`config.mk`:
```
export PLATFORM = sky130hd
export DESIGN_NAME = percent_decoder_unit
export DESIGN_NICKNAME = d
export VERILOG_FILES = /design/src/rtl/pd_pkg.sv /design/src/rtl/pd_front.sv /design/src/rtl/pd_cmd_queue.sv /design/src/rtl/pd_back.sv /design/src/rtl/percent_decoder_unit.sv
export SDC_FILE = /design/constraint.sdc
export NUM_CORES = 1
export LEC_CHECK = 0
export ABC_AREA = 1
export BUFFER_PORTS_ARGS = -buffer_cell sky130_fd_sc_hd__buf_2
export CAP_MARGIN = 10
export CORE_ASPECT_RATIO = 0.6
export CORE_UTILIZATION = 65
export CTS_BUF_LIST = sky130_fd_sc_hd__clkbuf_4 sky130_fd_sc_hd__clkbuf_8
export DETAILED_ROUTE_END_ITERATION = 10
export PLACE_DENSITY = 0.89
export RECOVER_POWER = 25
export SYNTH_ARGS = -nofsm -noshare
export SYNTH_HDL_FRONTEND = slang
export SYNTH_SLANG_ARGS = --single-unit
```
`constraint.sdc`:
```
create_clock -name clock -period 6.26 [get_ports clock]
set_input_delay 0 -clock clock [delete_from_list [all_inputs] [get_ports clock]]
set_output_delay 0 -clock clock [all_outputs]
set_load 0.01 [all_outputs]
```
`src/rtl/pd_pkg.sv`:
```
// Package for the percent decoder: command type, held-state codes, hex helpers.
// No dependencies; every rtl module imports it.
`timescale 1ns / 1ps
`default_nettype none

package pd_pkg;

   localparam logic [7:0] PCT_CHAR  = 8'h25;
   localparam int         CMD_DEPTH = 2;

   // held state codes
   localparam logic [1:0] HELD_NONE  = 2'd0;
   localparam logic [1:0] HELD_PCT   = 2'd1;
   localparam logic [1:0] HELD_DIGIT = 2'd2;

   // one command: up to three output bytes, last flag goes on the final one
   typedef struct packed {
      logic [1:0]      count;
      logic [2:0][7:0] bytes;
      logic            last;
   } cmd_type;

   function automatic logic is_hex(input logic [7:0] c);
      is_hex = (c >= 8'h30 && c <= 8'h39) || (c >= 8'h61 && c <= 8'h66) ||
               (c >= 8'h41 && c <= 8'h46);
   endfunction

   function automatic logic [3:0] nibble_of(input logic [7:0] c);
      logic [7:0] t;
      t = 8'h00;
      if (c >= 8'h30 && c <= 8'h39) begin
         t = c - 8'h30;
      end else if (c >= 8'h61 && c <= 8'h66) begin
         t = c - 8'h61 + 8'd10;
      end else if (c >= 8'h41 && c <= 8'h46) begin
         t = c - 8'h41 + 8'd10;
      end
      nibble_of = t[3:0];
   endfunction

endpackage

`default_nettype wire

```
`src/rtl/pd_front.sv`:
```
// Front part of the percent decoder: takes raw bytes, tracks the held '%'
// and digit, and builds at most one command per byte. Depends on pd_pkg.
`timescale 1ns / 1ps
`default_nettype none

module pd_front (
   input  wire logic           clock,
   input  wire logic           reset,
   input  wire logic           accept,
   input  wire logic [7:0]     in_byte,
   input  wire logic           in_last,
   output pd_pkg::cmd_type     cmd,
   output logic                cmd_valid
);
   import pd_pkg::*;

   logic [1:0] held_count_ff, held_count_in;
   logic [7:0] held_digit_ff, held_digit_in;
   cmd_type    cmd_c;
   logic       fresh;
   logic       b_hex;

   assign b_hex = is_hex(in_byte);

   always_comb begin
      cmd_c         = '0;
      cmd_c.last    = in_last;
      held_count_in = HELD_NONE;
      held_digit_in = 8'h00;
      fresh         = 1'b0;
      unique case (held_count_ff)
         HELD_PCT: begin
            if (b_hex && !in_last) begin
               held_count_in = HELD_DIGIT;
               held_digit_in = in_byte;
            end else begin
               cmd_c.bytes[0] = PCT_CHAR;
               cmd_c.count    = 2'd1;
               fresh          = 1'b1;
            end
         end
         HELD_DIGIT: begin
            if (b_hex && is_hex(held_digit_ff)) begin
               cmd_c.bytes[0] = {nibble_of(held_digit_ff), nibble_of(in_byte)};
               cmd_c.count    = 2'd1;
            end else begin
               cmd_c.bytes[0] = PCT_CHAR;
               cmd_c.bytes[1] = held_digit_ff;
               cmd_c.count    = 2'd2;
               fresh          = 1'b1;
            end
         end
         default: fresh = 1'b1;
      endcase
      // examine the byte again with nothing held
      if (fresh) begin
         if (in_byte == PCT_CHAR && !in_last) begin
            held_count_in = HELD_PCT;
         end else begin
            cmd_c.bytes[cmd_c.count] = in_byte;
            cmd_c.count              = cmd_c.count + 2'd1;
         end
      end
   end

   assign cmd       = cmd_c;
   assign cmd_valid = accept && (cmd_c.count != 2'd0);

   always_ff @(posedge clock) begin
      if (reset) begin
         held_count_ff <= HELD_NONE;
         held_digit_ff <= 8'h00;
      end else if (accept) begin
         held_count_ff <= held_count_in;
         held_digit_ff <= held_digit_in;
      end
   end

endmodule

`default_nettype wire

```
`src/rtl/pd_cmd_queue.sv`:
```
// Short command queue between front and back parts of the percent decoder.
// Depends on pd_pkg for cmd_type and CMD_DEPTH.
`timescale 1ns / 1ps
`default_nettype none

module pd_cmd_queue (
   input  wire logic           clock,
   input  wire logic           reset,
   input  wire logic           wr_en,
   input  wire pd_pkg::cmd_type wr_cmd,
   output logic                full,
   input  wire logic           rd_en,
   output pd_pkg::cmd_type     head,
   output logic                empty
);
   import pd_pkg::*;

   localparam int PtrW = $clog2(CMD_DEPTH);
   localparam int CntW = $clog2(CMD_DEPTH + 1);

   cmd_type              mem [CMD_DEPTH];
   logic [PtrW-1:0]      wr_ptr_ff, rd_ptr_ff;
   logic [CntW-1:0]      count_ff;

   assign full  = (count_ff == CntW'(CMD_DEPTH));
   assign empty = (count_ff == '0);
   assign head  = mem[rd_ptr_ff];

   always_ff @(posedge clock) begin
      if (wr_en) begin
         mem[wr_ptr_ff] <= wr_cmd;
      end
   end

   always_ff @(posedge clock) begin
      if (reset) begin
         wr_ptr_ff <= '0;
         rd_ptr_ff <= '0;
         count_ff  <= '0;
      end else begin
         if (wr_en) begin
            wr_ptr_ff <= (wr_ptr_ff == PtrW'(CMD_DEPTH - 1)) ? '0 : wr_ptr_ff + 1'b1;
         end
         if (rd_en) begin
            rd_ptr_ff <= (rd_ptr_ff == PtrW'(CMD_DEPTH - 1)) ? '0 : rd_ptr_ff + 1'b1;
         end
         count_ff <= count_ff + CntW'(wr_en) - CntW'(rd_en);
      end
   end

   a_no_overflow: assert property (@(posedge clock) disable iff (reset)
      wr_en |-> (!full || rd_en)) else $error("command queue overflow");
   a_no_underflow: assert property (@(posedge clock) disable iff (reset)
      rd_en |-> !empty) else $error("command queue underflow");
   a_count_range: assert property (@(posedge clock) disable iff (reset)
      count_ff <= CntW'(CMD_DEPTH)) else $error("command queue count out of range");
   a_nonempty_cmd: assert property (@(posedge clock) disable iff (reset)
      wr_en |-> wr_cmd.count != 2'd0) else $error("empty command queued");

endmodule

`default_nettype wire

```
`src/rtl/pd_back.sv`:
```
// Back part of the percent decoder: walks the head command one byte per
// beat and retires it after its final byte. Depends on pd_pkg.
`timescale 1ns / 1ps
`default_nettype none

module pd_back (
   input  wire logic           clock,
   input  wire logic           reset,
   input  wire pd_pkg::cmd_type head,
   input  wire logic           head_empty,
   output logic                head_pop,
   output logic [7:0]          out_byte,
   output logic                out_last,
   input  wire logic           out_pop
);
   import pd_pkg::*;

   logic [1:0] idx_ff;
   logic       at_end;

   assign at_end   = (idx_ff == head.count - 2'd1);
   assign out_byte = head.bytes[idx_ff];
   assign out_last = head.last && at_end;
   assign head_pop = out_pop && !head_empty && at_end;

   always_ff @(posedge clock) begin
      if (reset) begin
         idx_ff <= 2'd0;
      end else if (out_pop && !head_empty) begin
         idx_ff <= at_end ? 2'd0 : idx_ff + 2'd1;
      end
   end

   a_idx_in_cmd: assert property (@(posedge clock) disable iff (reset)
      !head_empty |-> idx_ff < head.count) else $error("byte index past command");
   a_idx_idle: assert property (@(posedge clock) disable iff (reset)
      head_empty |-> idx_ff == 2'd0) else $error("byte index held with no command");

endmodule

`default_nettype wire

```
`src/rtl/percent_decoder_unit.sv`:
```
// Top level of the URL percent decoder: front classifier, command queue,
// back serializer. Depends on pd_pkg, pd_front, pd_cmd_queue, pd_back.
`timescale 1ns / 1ps
`default_nettype none

// Usage
//  Input channel: drive req_byte/req_last and raise push; a beat is taken at
//  a clock edge with push high and full low. Mark the final byte of each
//  string with req_last.
//  Result channel: while empty is low, rsp_byte/rsp_last show the oldest
//  decoded byte; raise pop to take it. rsp_last marks the string's final byte.
//  A beat's command is registered in the queue at the edge that takes it.
//  Throughput: one input beat per cycle while each byte yields at most one
//  result and the receiver pops every cycle. A byte that breaks an escape
//  yields up to three results, which leave one per cycle with pop high; the
//  two-entry command queue absorbs that and full rises only when it fills.
//  A held '%' or digit yields no result until the pattern resolves.
//  Receiver stall: results wait in the queue; full rises after two commands
//  are waiting, and input beats resume as soon as one retires.
//  Reset: clears the held '%' and digit and empties the queue.
module percent_decoder_unit (
   input  wire logic       clock,
   input  wire logic       reset,
   input  wire logic [7:0] req_byte,
   input  wire logic       req_last,
   input  wire logic       push,
   output logic            full,
   output logic [7:0]      rsp_byte,
   output logic            rsp_last,
   output logic            empty,
   input  wire logic       pop
);
   import pd_pkg::*;

   cmd_type front_cmd;
   cmd_type head_cmd;
   logic    front_valid;
   logic    head_pop;
   logic    accept;

   // take a beat only when the queue has room for its command
   assign accept = push && !full;

   pd_front u_front (
      .clock     (clock),
      .reset     (reset),
      .accept    (accept),
      .in_byte   (req_byte),
      .in_last   (req_last),
      .cmd       (front_cmd),
      .cmd_valid (front_valid)
   );

   pd_cmd_queue u_queue (
      .clock  (clock),
      .reset  (reset),
      .wr_en  (front_valid),
      .wr_cmd (front_cmd),
      .full   (full),
      .rd_en  (head_pop),
      .head   (head_cmd),
      .empty  (empty)
   );

   // advance through the head command one byte per popped beat
   pd_back u_back (
      .clock      (clock),
      .reset      (reset),
      .head       (head_cmd),
      .head_empty (empty),
      .head_pop   (head_pop),
      .out_byte   (rsp_byte),
      .out_last   (rsp_last),
      .out_pop    (pop)
   );

endmodule

`default_nettype wire
```
==> metrics, run 1 <==
worst-path fanout max=27; # rows=20; Total GRT Usage=0.323; fin util=0.786; Final min period=3.77 ns; Slew headroom=0.286; Syn Std Cell Area=3710 um2; Starting Density=0.703; Die Ht=60.5 um; Overall Power=about 1.4 mW; Synth Register Bits=71; chip width=99.5 um; most frequent cells in the layout=nand2_1, inv_1, edfxtp_1; Longest Clk Path Bufs=2; Distinct cells, synth=37; ANT cells=0; die area=~6000 um2; cell internal pwr=just over 0.9 mW; leading cell type in the layout, fill and taps excluded=nand2_1; Clock Sinks=71; Setup crit end kind=flip-flop; Setup TNS Final=0 ns; vias in the first global route=2,892; share of cells above drive strength 1=0.103; Synth Warn #=0; H-tree depth=3; syn_area_per_cell=approximately 9.1 um2; dpl ws=approximately 2.9 ns; clock slew at reported path FFs=about 0.08 ns; Cells after Synth=409; Slew Viols, Final=0; CP peak stage delay=0.78 ns; Sw Pwr=0.438 mW; residual DRC count=0; mean routed wirelength per cell=between 15 and 20 um; slowest stage cell, crit path=inv_1; number of vias per cell=approximately 6; Vias=around 3,100; Seq pwr share=0.459; final worst slack=2.49 ns; Critical Path Start Type=input port; crit path kind=in2reg; initial DRC count=345; Final HPWL DP=slightly above 6000 um; Routed Wire Length=8880 um; Buffers on Ports=23; core area=5280 um2; Fmax=265 MHz; Setup Viol. Count Final=0; placed cells=499; CP cell instances=dlygate4sd3_1, buf_2, inv_1, ha_1, inv_1, nand3_1, nand2_1, inv_1, nand2_1, nand2_2, nand2_1, nand2_1, nand3_1, nand2_1, nand2_1, nand3_2, nand3_2, inv_1; Routed Antenna Nets=0; WP buf/inv=6; Post-Layout Cell Count=523; unrepaired setup endpoints after global routing=false; drt pass-1 iters=5; CP arrival=about 3.7 ns; setup bufs post-CTS=0; grt ovf=0; max-cap violations=0; part of the power in the clock network=0.302; CP most frequent cell=nand2_1; status=complete, no violations; Hold Fails Final Rpt=0; largest net degree at the start of global routing=28; clock latency on the worst-skew pair=0.35 ns; CTS buffer count=9; Final period util=0.603; initial antenna violation count=0; Sw Share=0.320; root buf cell=clkbuf_8; Syn Nets=437; PwrDens=330 nW/um2; post-synthesis sequential area ratio=0.529; first-pass GRT wire length=14,000 um; Worst-Margin Slew=around 1.1 ns; area grow syn2layout=11.9%; worst-case clock skew=0.00990 ns; CTS tree=done; maximum vdd drop=206 uV; Pleak=1.79 nW; fin nets=469; global placer's final weighted congestion=1.06; cell family with most CP delay=buffers and inverters; Critical Path RT=6.23 ns; Hold Path Class=in2reg; I/O pins=24; combinational share of power=0.239
-- area by class of cell --
cell class,instances,area [um2]
inverter,61,231
tap,77,96.3
timing repair buffer,34,199
multi-input combinational,264,1430
sequential,71,1960
fill,376,1130
clock inverter,6,92.6
clock buffer,10,138
-- per-layer routing --
metal / routed length (um) / global-route usage / vias up
met4: 145 / 0.101 / 0
met3: 1070 / 0.138 / 18
met5: 0 / 0 / -
li1: - / - / 1447
met1: 3870 / 0.414 / 1450
met2: 3800 / 0.509 / 182
-- metrics by stage --
stage	hold slack, ns	cell area, um2
4_1_cts	0.00192	4200
2_1_floorplan	0.0691	3710
5_1_grt	0.0384	4150
3_5_place_dp	0.264	3890
3_3_place_gp	0.261	3890
6_report	0.0203	4150
-- power by group through the flow --
stage	sequential (mW)	clock (mW)	combinational [mW]
6_report	0.629	0.414	0.327
5_1_grt	0.637	0.437	0.365
4_1_cts	0.629	0.417	0.337
3_5_place_dp	0.638	0	0.331
3_3_place_gp	0.634	0	0.321
2_1_floorplan	0.622	0	0.235
-- sequential cells by signal, summed over array words and instances, names as in the netlist, named ones only --
| register | flops |
|---|---|
| u_back.idx_ff | 2 |
| u_queue.mem | 54 |
| u_queue.wr_ptr_ff | 1 |
| u_queue.count_ff | 2 |
| u_queue.rd_ptr_ff | 1 |
| u_front.held_count_ff | 2 |
| u_front.held_digit_ff | 8 |
-- path summary, 6_finish.rpt --
path / start / end / slack [ns] / cells past startpoint
worst min-delay path: reset / u_queue.rd_ptr_ff / 0.02 / 2
worst max-delay path: req_byte[1] / u_queue.mem[1][12] / 2.49 / 18
worst max register to register: u_front.held_digit_ff[0] / u_queue.mem[1][12] / 2.55 / 14
worst min register to register: u_front.held_digit_ff[4] / u_front.held_digit_ff[4] / 0.49 / 2
-- worst register-to-register path, stage by stage, from the launching register on --
cell and delay (ns):
dfxtp_1 0.34, inv_1 0.19, ha_1 0.20, o21ai_0 0.10, nand2_1 0.07, nand2_1 0.09, nand2_1 0.13, nand2_1 0.09
nand2_1 0.19, nand3_1 0.39, nand2_1 0.41, nand2_1 0.14, nand3_2 0.11, nand3_2 0.07, inv_1 0.78
-- logic make-up (layout without fill, tap and decap cells) --
family / after synthesis / after routing / share of synthesized area
xor gates and xnor gates: 6 / 6 / 0.0142
DFF: 71 / 71 / 0.529
adders and majority gates: 15 / 15 / 0.0506
AOI/OAI and AO/OA: 80 / 80 / 0.124
muxes: 1 / 1 / 0.00270
and+or+nand+nor: 162 / 162 / 0.201
buffers and inverters: 74 / 111 / 0.0789
-- cells in the mapped netlist --
cell	number	area (um2)
nand3_4	1	17.5
o32ai_1	9	78.8
buf_2	1	5.00
mux2i_1	1	10.0
inv_2	6	22.5
xor2_1	6	52.6
nor4_1	1	6.26
nand3b_1	2	15.0
a211oi_1	1	7.51
o211ai_1	2	15.0
and2_1	1	6.26
clkbuf_1	10	37.5
nor2_1	46	173
or2_1	1	6.26
nor2_2	1	6.26
nor2_4	1	11.3
o22ai_1	8	50.1
inv_1	54	203
nand3_1	18	90.1
dfxtp_1	17	340
nand2_2	7	43.8
buf_6	1	11.3
ha_1	15	188
nand2_4	1	11.3
nand3_2	2	20.0
buf_4	1	7.51
a32o_1	1	10.0
o21ai_0	41	205
nand2_1	68	255
nand3b_4	1	20.0
a32oi_1	1	8.76
nor3_2	1	10.0
a21oi_1	17	85.1
edfxtp_1	54	1620
inv_4	1	6.26
nand4_1	3	18.8
nor3_1	7	35.0
-- what timing repair did --
item / in CTS / in global routing
hold buffers: 8 / 0
resized for setup: 0 / 0
endpoints found under the hold margin: 9 / 0
No activity file was read; power rests on OpenSTA's default activity.
==> run 2, diff against run 1 <==
--- a/config.mk
+++ b/config.mk
@@ -5,14 +5,14 @@
 export SDC_FILE = /design/constraint.sdc
 export NUM_CORES = 1
 export LEC_CHECK = 0
-export ABC_AREA = 1
+export ABC_AREA = 0
 export BUFFER_PORTS_ARGS = -buffer_cell sky130_fd_sc_hd__buf_2
 export CAP_MARGIN = 10
 export CORE_ASPECT_RATIO = 0.6
-export CORE_UTILIZATION = 65
+export CORE_UTILIZATION = 63
 export CTS_BUF_LIST = sky130_fd_sc_hd__clkbuf_4 sky130_fd_sc_hd__clkbuf_8
 export DETAILED_ROUTE_END_ITERATION = 10
-export PLACE_DENSITY = 0.89
+export PLACE_DENSITY = 0.86
 export RECOVER_POWER = 25
 export SYNTH_ARGS = -nofsm -noshare
 export SYNTH_HDL_FRONTEND = slang
==> constraint.sdc (replaced) <==
create_clock -name clock -period 3.6 [get_ports clock]
set_input_delay 0 -clock clock [delete_from_list [all_inputs] [get_ports clock]]
set_output_delay 0 -clock clock [all_outputs]
set_load 0.01 [all_outputs]
==> run 2 against run 1 <==
Compared with the run above: critical path depth fell by 5; sequential share of layout area is 0.56 points lower; synthesized cell count shrank 23%; largest power group unchanged.
==> metrics, run 2 <==
Distinct cells, synth=59 (+59%); worst r2r src=u_front.held_digit_ff[1]; Overall Power=2.16 mW (+58%); share of cells above drive strength 1=0.177 (+0.0740); PwrDens=513 nW/um2 (+56%); leading cell type in the layout, fill and taps excluded=edfxtp_1; FFs w/ async S/R, synth=0 (unchanged); Syn Std Cell Area=3730 um2 (+0.47%); WL met3=933 um (-13%); syn_area_per_cell=11.9 um2 (+31%); chip width=101 um (+1.8%); most frequent cells in the layout=edfxtp_1, inv_1, nor2_1; Syn Nets=341 (-22%); CP arrival=3.42 ns (-0.32 ns); crit path kind=reg2reg; global placer's final weighted congestion=0.956 (-9.6%); CTS buffer count=9 (unchanged); worst-path fanout max=27 (unchanged); combinational share of power=0.222 (-0.017); cell area after placement=4010 um2 (+3.2%); core area=5650 um2 (+7.0%); FF/Latch Area=1960 um2 (unchanged); Reg-to-Reg End=u_queue.mem[0][9]; Post-synth top cells=edfxtp_1, inv_1, nor2_1, dfxtp_1, ha_1; Slew headroom=0.0829 (-0.203); Final HPWL DP=6020 um (-3.5%); Final min period=3.38 ns; initial antenna violation count=0 (unchanged); Total GRT Usage=0.305 (-0.0182); CP cell instances=inv_1, ha_1, o21bai_1, a2111o_1, o21ai_2, nand3_1, a21o_1, ha_1, nor2_1, a211oi_2, nor2_4, a211oi_4, buf_12; area of the multi-input gates=1630 um2 (+13%); Main synth FF type=edfxtp_1; clock latency on the worst-skew pair=0.36 ns (about the same); area grow syn2layout=12.7%; Routed Antenna Nets=0 (unchanged); Setup crit end kind=flip-flop; max-cap violations=0 (unchanged); largest net degree at the start of global routing=28 (unchanged); Longest Clk Path Bufs=2 (unchanged); maximum vdd drop=221 uV (+7.3%); clock slew at reported path FFs=0.07 ns (about the same); unrepaired setup endpoints after global routing=false; Buffers on Ports=23 (unchanged); part of the power in the clock network=0.291 (-0.011); vias in the first global route=2,465 (-15%); root buf cell=clkbuf_8; Hold Fails Final Rpt=0 (unchanged); number of vias per cell=6.58 (+11%); Synth area leaders=edfxtp_1, dfxtp_1, ha_1; first-pass GRT wire length=13,300 um (-4.9%); I/O pins=24 (unchanged); Setup Viol. Count Final=0 (unchanged); Critical Path RT=3.64 ns (-2.59 ns); CP most frequent cell=ha_1; Vias=2,828 (-8.7%); Setup TNS Final=0 ns (unchanged); Largest register FFs=54 (unchanged); initial DRC count=337 (-2.3%); Critical Path Start Type=flip-flop; EDFF count, synth=54 (unchanged); Sw Pwr=0.619 mW (+41%); top cell type's share of synthesized area=0.435 (-0.00205); Cells after Synth=313 (-23%); Routed Wire Length=8730 um (-1.7%); drt pass-1 iters=6 (+1); Post-Layout Cell Count=430 (-18%); met2 wire len=3820 um (+0.66%); die area=6240 um2 (+3.6%); CTS tree=done; worst-case clock skew=0.0161 ns (+0.00616 ns); Worst Hold Depth=3 (+1); Starting Density=0.660 (-0.0428); fin nets=373 (-20%); Fillers=370 (-1.6%); Slew Viols, Final=0 (unchanged); Worst-Margin Slew=1.38 ns (+0.306 ns); Fmax=296 MHz; Clock Sinks=71 (unchanged); cell internal pwr=1.54 mW (+65%); post-route cell area=4200 um2 (+1.2%); top-count cell post-synth=edfxtp_1; Final period util=0.938; top flop regs=u_queue.mem: 54 flops, u_front.held_digit_ff: 8 flops; status=complete, no violations; Hold EP=u_front.held_digit_ff[0]; mean routed wirelength per cell=20.3 um (+20%); Largest Register=u_queue.mem; post-synth top area cell=edfxtp_1; Seq pwr share=0.487 (+0.028); # rows=21 (+5.0%); post-synthesis sequential area ratio=0.526 (-0.00248); R2R depth=13 (-1); Synth Register Bits=71 (unchanged); WL met1=3800 um (-1.7%); placed cells=411 (-18%); H-tree depth=3 (unchanged); residual DRC count=0 (unchanged); grt ovf=0 (unchanged); R2R setup slack=0.22 ns (-2.33 ns); Die Ht=61.6 um (+1.8%); Sw Share=0.287 (-0.0329); worst hold path startpoint=req_byte[0]; max layer used=met4; slowest stage cell, crit path=a2111o_1; Pleak=1.48 nW (-17%); Hold Path Class=in2reg; CP peak stage delay=0.48 ns (-0.30 ns); Synth Warn #=0 (unchanged); ANT cells=0 (unchanged)
-- run 2: cell count changes after synthesis, moves of 9 or more --
cell and delta:
nor2_1 -21, o32ai_1 -9, mux2i_1 +9, inv_1 -26
nand2_1 -55, nand3_1 -11, o21ai_0 -33
-- run 2: how the worst max path moves through the flow --
stage               cells after the start                      from  slack [ns]                  end
global placement                       17  u_front.held_digit_ff[0]        0.31  u_queue.count_ff[1]
detailed placement                     17  u_front.held_digit_ff[0]        0.16  u_queue.count_ff[1]
global route                           17  u_front.held_digit_ff[1]        0.01  u_queue.count_ff[1]
finish                                 13  u_front.held_digit_ff[1]        0.22    u_queue.mem[0][9]
CTS                                    17  u_front.held_digit_ff[0]        0.13  u_queue.count_ff[1]
floorplan                              12  u_front.held_digit_ff[0]        0.07    u_queue.mem[0][0]
-- run 2: final cells by class --
class | count | share of cell area
inverters | 28 | 0.0250
multi-input cells | 200 | 0.387
clock buffers | 10 | 0.0313
flip-flops and latches | 71 | 0.467
well taps | 80 | 0.0238
clock inverters | 6 | 0.0146
repair buffers | 35 | 0.0515
-- run 2: critical path, delay by kind of cell (launching register included) --
family	cells	cell delay, ns
AO/OA/AOI/OAI	6	1.57
adder cells (fa/ha/maj)	2	0.46
flip-flops	1	0.37
buffers and inverters	2	0.35
AND/OR/NAND/NOR	3	0.30
-- run 2: cell families (layout without fill, tap and decap cells) --
kind of cell / Yosys count / in the layout / synth area share
AOI/OAI and AO/OA: 77 / 77 / 0.154
muxes: 24 / 24 / 0.0933
DFF: 71 / 71 / 0.526
xor gates and xnor gates: 6 / 6 / 0.0141
and+or+nand+nor: 78 / 78 / 0.117
buffers and inverters: 42 / 79 / 0.0450
adders and majority gates: 15 / 15 / 0.0503
-- run 2: metal layers --
| metal | up-vias | global-route usage |
|---|---|---|
| met5 | - | 0 |
| met1 | 1349 | 0.435 |
| met3 | 27 | 0.102 |
| met2 | 190 | 0.449 |
| li1 | 1262 | - |
| met4 | 0 | 0.0890 |
-- run 2: timing repair --
item / in CTS / in global routing
setup endpoints to repair: 0 / 55
buffers inserted: 0 / 0
hold buffers: 3 / 0
gates resized for setup: 0 / 2
endpoints found under the hold margin: 4 / 0
-- run 2: power by group through the flow --
stage	Sequential (mW)	Combinational [mW]	Clock (mW)
floorplan	1.04	0.352	0
global placement	1.06	0.474	0
detailed placement	1.07	0.491	0
CTS	1.05	0.495	0.631
global route	1.06	0.523	0.670
finish	1.05	0.479	0.628
-- run 2: metrics by stage --
stage | setup WS (ns) | hold WS (ns) | util
2_1_floorplan | 0.0730 | 0.0989 | -
3_5_place_dp | 0.156 | 0.320 | 0.710
4_1_cts | 0.130 | 0.00862 | 0.749
6_report | 0.224 | 0.0282 | 0.744
5_1_grt | 0.0145 | 0.0289 | 0.744
3_3_place_gp | 0.315 | 0.322 | 0.710
